File: config.mk
export PLATFORM = sky130hd
export DESIGN_NAME = gld_ctrl
export DESIGN_NICKNAME = d
export VERILOG_FILES = /design/src/rtl/gld_pkg.sv /design/src/rtl/gld_ctrl.sv
export SDC_FILE = /design/constraint.sdc
export NUM_CORES = 1
export LEC_CHECK = 0
export ABC_AREA = 0
export BUFFER_PORTS_ARGS = -buffer_cell sky130_fd_sc_hd__clkbuf_2
export CORE_UTILIZATION = 46
export DETAILED_ROUTE_END_ITERATION = 8
export PLACE_DENSITY_LB_ADDON = 0.3
export SYNTH_ARGS = -nofsm -noshare
export SYNTH_HDL_FRONTEND = slang
export SYNTH_SLANG_ARGS = --single-unit
File: constraint.sdc
create_clock -name clk -period 3.9 [get_ports clk]
set_input_delay 0.195 -clock clk [delete_from_list [all_inputs] [get_ports clk]]
set_output_delay 0.195 -clock clk [all_outputs]
set_load 0.05 [all_outputs]
File: src/rtl/gld_pkg.sv
package gld_pkg;
	localparam int MAX_CODE_WIDTH_DEF = 12;
	localparam int MIN_SIZE_WIDTH     = 4;
	localparam logic [3:0] MIN_SIZE_RESET = 4'd8;

	typedef enum logic [1:0] {
		KIND_PUSH  = 2'd0,
		KIND_PULL  = 2'd1,
		KIND_START = 2'd2,
		KIND_NONE  = 2'd3
	} kind_t;

	typedef enum logic [2:0] {
		ST_PIXEL   = 3'd0,
		ST_NEED    = 3'd1,
		ST_CLEAR   = 3'd2,
		ST_EOI     = 3'd3,
		ST_EXHAUST = 3'd4,
		ST_INVALID = 3'd5
	} status_t;

	typedef struct packed {
		logic start;
		logic push;
		logic take_code;
		logic walk_load_code;
		logic walk_load_prev;
		logic push_prev_first;
		logic walk_step;
		logic walk_final;
		logic add_entry;
		logic commit_prev;
		logic dict_clear;
		logic set_terminal;
		logic [2:0] terminal_code;
		logic pop;
	} gld_cmd_t;

	typedef struct packed {
		logic    stack_nonempty;
		logic    terminal;
		logic    enough_bits;
		logic    input_ended;
		logic    code_is_clear;
		logic    code_is_eoi;
		logic    code_known;
		logic    code_kwkwk;
		logic    walk_more;
		logic    prev_valid;
		logic    push_ok;
		status_t terminal_status;
	} gld_sts_t;
endpackage

File: src/rtl/gld_ctrl.sv
module gld_ctrl
	import gld_pkg::*;
(
	input  logic       clk,
	input  logic       arst_n,
	input  logic       in_valid,
	output logic       in_ready,
	input  kind_t      kind,
	input  logic       out_ready,
	output logic       out_valid,
	output logic [2:0] out_status,
	output logic       out_take_pop,
	input  gld_sts_t   sts,
	output gld_cmd_t   cmd
);
	typedef enum logic [2:0] {
		S_IDLE, S_DECODE, S_WALK_WAIT, S_WALK, S_POP_WAIT, S_OUT
	} state_t;

	state_t     state_q;
	logic       pop_q;
	logic [2:0] status_q;
	logic       out_valid_q;
	logic       accept;

	assign in_ready     = state_q == S_IDLE && !out_valid_q;
	assign out_valid    = out_valid_q;
	assign out_status   = status_q;
	assign out_take_pop = pop_q;
	assign accept       = in_valid && in_ready;

	always_comb begin
		cmd = '0;
		case (state_q)
			S_IDLE: begin
				if (accept) begin
					case (kind)
						KIND_START: cmd.start = 1'b1;
						KIND_PUSH:  cmd.push = sts.push_ok;
						KIND_PULL: begin
							if (!sts.stack_nonempty && !sts.terminal) begin
								if (!sts.enough_bits) begin
									if (sts.input_ended) begin
										cmd.set_terminal = 1'b1; cmd.terminal_code = ST_EXHAUST;
									end
								end else cmd.take_code = 1'b1;
							end
						end
						default: ;
					endcase
				end
			end
			S_DECODE: begin
				if (sts.code_is_clear) cmd.dict_clear = 1'b1;
				else if (sts.code_is_eoi) begin
					cmd.set_terminal = 1'b1; cmd.terminal_code = ST_EOI;
				end else if (sts.code_known) cmd.walk_load_code = 1'b1;
				else if (sts.code_kwkwk) begin
					cmd.push_prev_first = 1'b1; cmd.walk_load_prev = 1'b1;
				end else begin
					cmd.set_terminal = 1'b1; cmd.terminal_code = ST_INVALID;
				end
			end
			S_WALK: begin
				if (sts.walk_more) begin
					cmd.walk_step = 1'b1;
				end else begin
					cmd.walk_final  = 1'b1;
					cmd.add_entry   = sts.prev_valid;
					cmd.commit_prev = 1'b1;
				end
			end
			S_POP_WAIT: cmd.pop = 1'b0;
			S_OUT: if (out_ready && pop_q) cmd.pop = 1'b1;
			default: ;
		endcase
	end

	always_ff @(posedge clk or negedge arst_n) begin
		if (!arst_n) begin
			state_q <= S_IDLE; out_valid_q <= 1'b0; pop_q <= 1'b0;
			status_q <= ST_PIXEL;
		end else begin
			case (state_q)
				S_IDLE: begin
					if (accept && kind == KIND_PULL) begin
						if (sts.stack_nonempty) begin
							state_q <= S_POP_WAIT;
						end else if (sts.terminal) begin
							status_q <= sts.terminal_status; pop_q <= 1'b0;
							out_valid_q <= 1'b1; state_q <= S_OUT;
						end else if (!sts.enough_bits) begin
							status_q <= sts.input_ended ? ST_EXHAUST : ST_NEED;
							pop_q <= 1'b0; out_valid_q <= 1'b1; state_q <= S_OUT;
						end else state_q <= S_DECODE;
					end
				end
				S_DECODE: begin
					if (sts.code_is_clear) begin
						status_q <= ST_CLEAR; pop_q <= 1'b0; out_valid_q <= 1'b1; state_q <= S_OUT;
					end else if (sts.code_is_eoi) begin
						status_q <= ST_EOI; pop_q <= 1'b0; out_valid_q <= 1'b1; state_q <= S_OUT;
					end else if (sts.code_known || sts.code_kwkwk) begin
						state_q <= S_WALK_WAIT;
					end else begin
						status_q <= ST_INVALID; pop_q <= 1'b0; out_valid_q <= 1'b1; state_q <= S_OUT;
					end
				end
				S_WALK_WAIT: state_q <= S_WALK;
				S_WALK: begin
					if (sts.walk_more) state_q <= S_WALK_WAIT;
					else state_q <= S_POP_WAIT;
				end
				S_POP_WAIT: begin
					status_q <= ST_PIXEL; pop_q <= 1'b1; out_valid_q <= 1'b1; state_q <= S_OUT;
				end
				S_OUT: begin
					if (out_ready) begin
						out_valid_q <= 1'b0; pop_q <= 1'b0; state_q <= S_IDLE;
					end
				end
				default: state_q <= S_IDLE;
			endcase
		end
	end
endmodule

==> results.json <==
{
  "synth_async_sr_flop_share": 1.00,
  "fillCellCount": 151,
  "critPathLaunch": "state_q[0]",
  "critical_path_class": "reg -> out",
  "slew_headroom": 0.628,
  "yosysSeqAreaShare": 0.267,
  "cp_slowest_cell": "dfrtp_1",
  "die_w_um": 42.4,
  "cts_max_level": 1,
  "synth_fp_nets": 113,
  "path_cells": "nor4b_2, nand2b_1, nor3b_1, clkbuf_2",
  "drive_gt1_frac": 0.366,
  "end_kind": "output port",
  "timing.final.crit_share": 0.586,
  "layout_setup_ws_ns": 1.61,
  "syn_inst": 93,
  "wirelength_mm": 1.84,
  "hold_path.class": "in -> reg",
  "rr_startpoint": "state_q[0]",
  "setup_viol": 0,
  "drv_slew": 0,
  "p_leak_uw": 0.000484,
  "nets": 153,
  "rows": 14,
  "syn_to_final_growth_pct": 28.9,
  "slowest_delay_ns": 0.69,
  "syn_avg_cell_area_um2": 8.06,
  "clkLatencyLatePin_ns": 0.24,
  "cp.arrival_ns": 2.09,
  "n_antenna_cell": 0,
  "post_cts_buffers": 0,
  "fp.dieH_um": 42.4,
  "rrSetupSlack_ns": 2.04,
  "layout_common_cells": "clkbuf_2, nand2_1, dfrtp_1, nor2_1, a21oi_1",
  "core_um2": 1510,
  "drc": 0,
  "fin_cells": 147,
  "status": "finished clean",
  "dp_worst_setup_slack_ns": 1.89,
  "yosysWarnings": 0,
  "critPathMaxFanout": 16,
  "post-dp-hpwl_mm": 1.50,
  "gp_congestion": 0.836,
  "max_freq_mhz": 437,
  "drt-initial-drc-count": 17,
  "io_buffers": 41,
  "gr-total-overflow": 0,
  "final_common_cell": "clkbuf_2",
  "grt_max_degree": 20,
  "finalHoldViolCount": 0,
  "power.density_nw_per_um2": 741,
  "clockRootBuffer": "clkbuf_4",
  "viasPerCell": 5.72,
  "cts_buffers": 3,
  "grt_pass1_wl_mm": 3.00,
  "synth_top_flop_cell": "dfrtp_1",
  "skew_ns": 0.00270,
  "post-route-min-period_ns": 2.29,
  "ioPinCount": 42,
  "syn_area_um2": 749,
  "drtAntennaViolNets": 0,
  "tightest_slew_ns": 0.558,
  "cap_violations": 0,
  "cts_num_sinks": 8,
  "grtUsageTotal": 0.220,
  "initial_core_util": 0.498,
  "synth_edf_count": 0,
  "drt_first_pass_iters": 4,
  "antenna_found_initial": 0,
  "dr_total_vias": 841,
  "vdd_drop_max_mv": 0.428,
  "crit_path_start_kind": "flop",
  "synth_cell_types": 36,
  "endpoint": "cmd[11]",
  "worst_ep_required_time_ns": 3.70,
  "ff2ff_path_depth": 4,
  "ys_ff_latch": 8,
  "wire_per_inst_um": 12.5,
  "die_area_um2": 1790,
  "tns_ns": 0,
  "clkTransAtPathRegs_ns": 0.05,
  "finalHoldWorstSlack_ns": 0.276,
  "r2r-end": "out_status[2]",
  "grt_pass1_vias": 711,
  "dp_cells": 143,
  "clockBufferDepth": 2,
  "tritoncts": "yes",
  "grt_setup_unrepaired": "no"
}
## layout make-up
class	instances	area (µm²)	share of cell area
multi-input cells	75	497	0.514
well taps	16	20.0	0.0207
flip-flops and latches	8	200	0.207
clock buffers	3	22.5	0.0233
repair buffers	42	215	0.223
inverters	3	11.3	0.0117
## Yosys cell counts (all sizes together) (2+ instances only)
master / n / area share
dfrtp: 8 / 0.27
nand2: 8 / 0.040
o21ai: 8 / 0.053
buf: 7 / 0.055
nor2: 7 / 0.035
a21oi: 6 / 0.040
and2: 4 / 0.033
nor3b: 4 / 0.040
inv: 3 / 0.015
mux2: 3 / 0.045
nand2b: 3 / 0.025
nand3b: 3 / 0.030
nor3: 3 / 0.020
nor4b: 3 / 0.043
o21bai: 3 / 0.030
or3: 3 / 0.025
nand3: 2 / 0.013
o41ai: 2 / 0.023
or2: 2 / 0.017
## cell families after synthesis
kind of cell / count (synthesis) / synth area share
simple gates: 45 / 0.359
mux: 4 / 0.0584
compound gates: 25 / 0.234
flops: 8 / 0.267
xor+xnor: 1 / 0.0117
buf+inv: 10 / 0.0701
## how the worst min path moves through the flow
stage	start	endpoint	slack, ns	cells past startpoint
finish	out_ready	state_q[0]	0.28	4
global route	out_ready	state_q[0]	0.28	4
CTS	out_ready	state_q[0]	0.26	4
detailed placement	arst_n	state_q[1]	0.05	1
global placement	arst_n	state_q[1]	0.04	1
floorplan	arst_n	out_status[0]	-0.10	0
## power by group
part           total, µW  leakage (µW)  switching (µW)  internal [µW]
clock network       58.5     0.0000138            23.6           34.9
logic                457      0.000373             295            162
registers            200     0.0000974            78.7            121
## per-stage QoR
step	total power, µW	utilization	area [µm²]
2_1_floorplan	560	-	749
3_3_place_gp	644	0.620	933
3_5_place_dp	654	0.620	933
4_1_cts	719	0.641	966
5_1_grt	769	0.641	966
6_report	715	0.641	966
## flip-flops by register name, summed over array words and instances, names as in the netlist
register	flops
out_status	3
state_q	3
out_valid	1
out_take_pop	1
## repair_timing
action | 4_1_cts | 5_1_grt
gates resized for setup | 0 | 0
setup endpoints to repair | 0 | 0
hold buffers | 1 | 0
hold endpoints to repair | 8 | 0
## routing by layer
metal  wire length, µm  up-vias  global-route usage
li1                  -      415                   -
met5                 0        -                   0
met1               797      387               0.262
met4                 8        0               0.125
met3                94        2              0.0388
met2               941       37               0.369
## critical path, delay by kind of cell, from the launching register on
kind                   cells  cell delay (ns)
buffers and inverters      1             0.32
flip-flops                 1             0.69
AND/OR/NAND/NOR            3             0.84
Note: power is estimated with default switching activity, not from simulation.
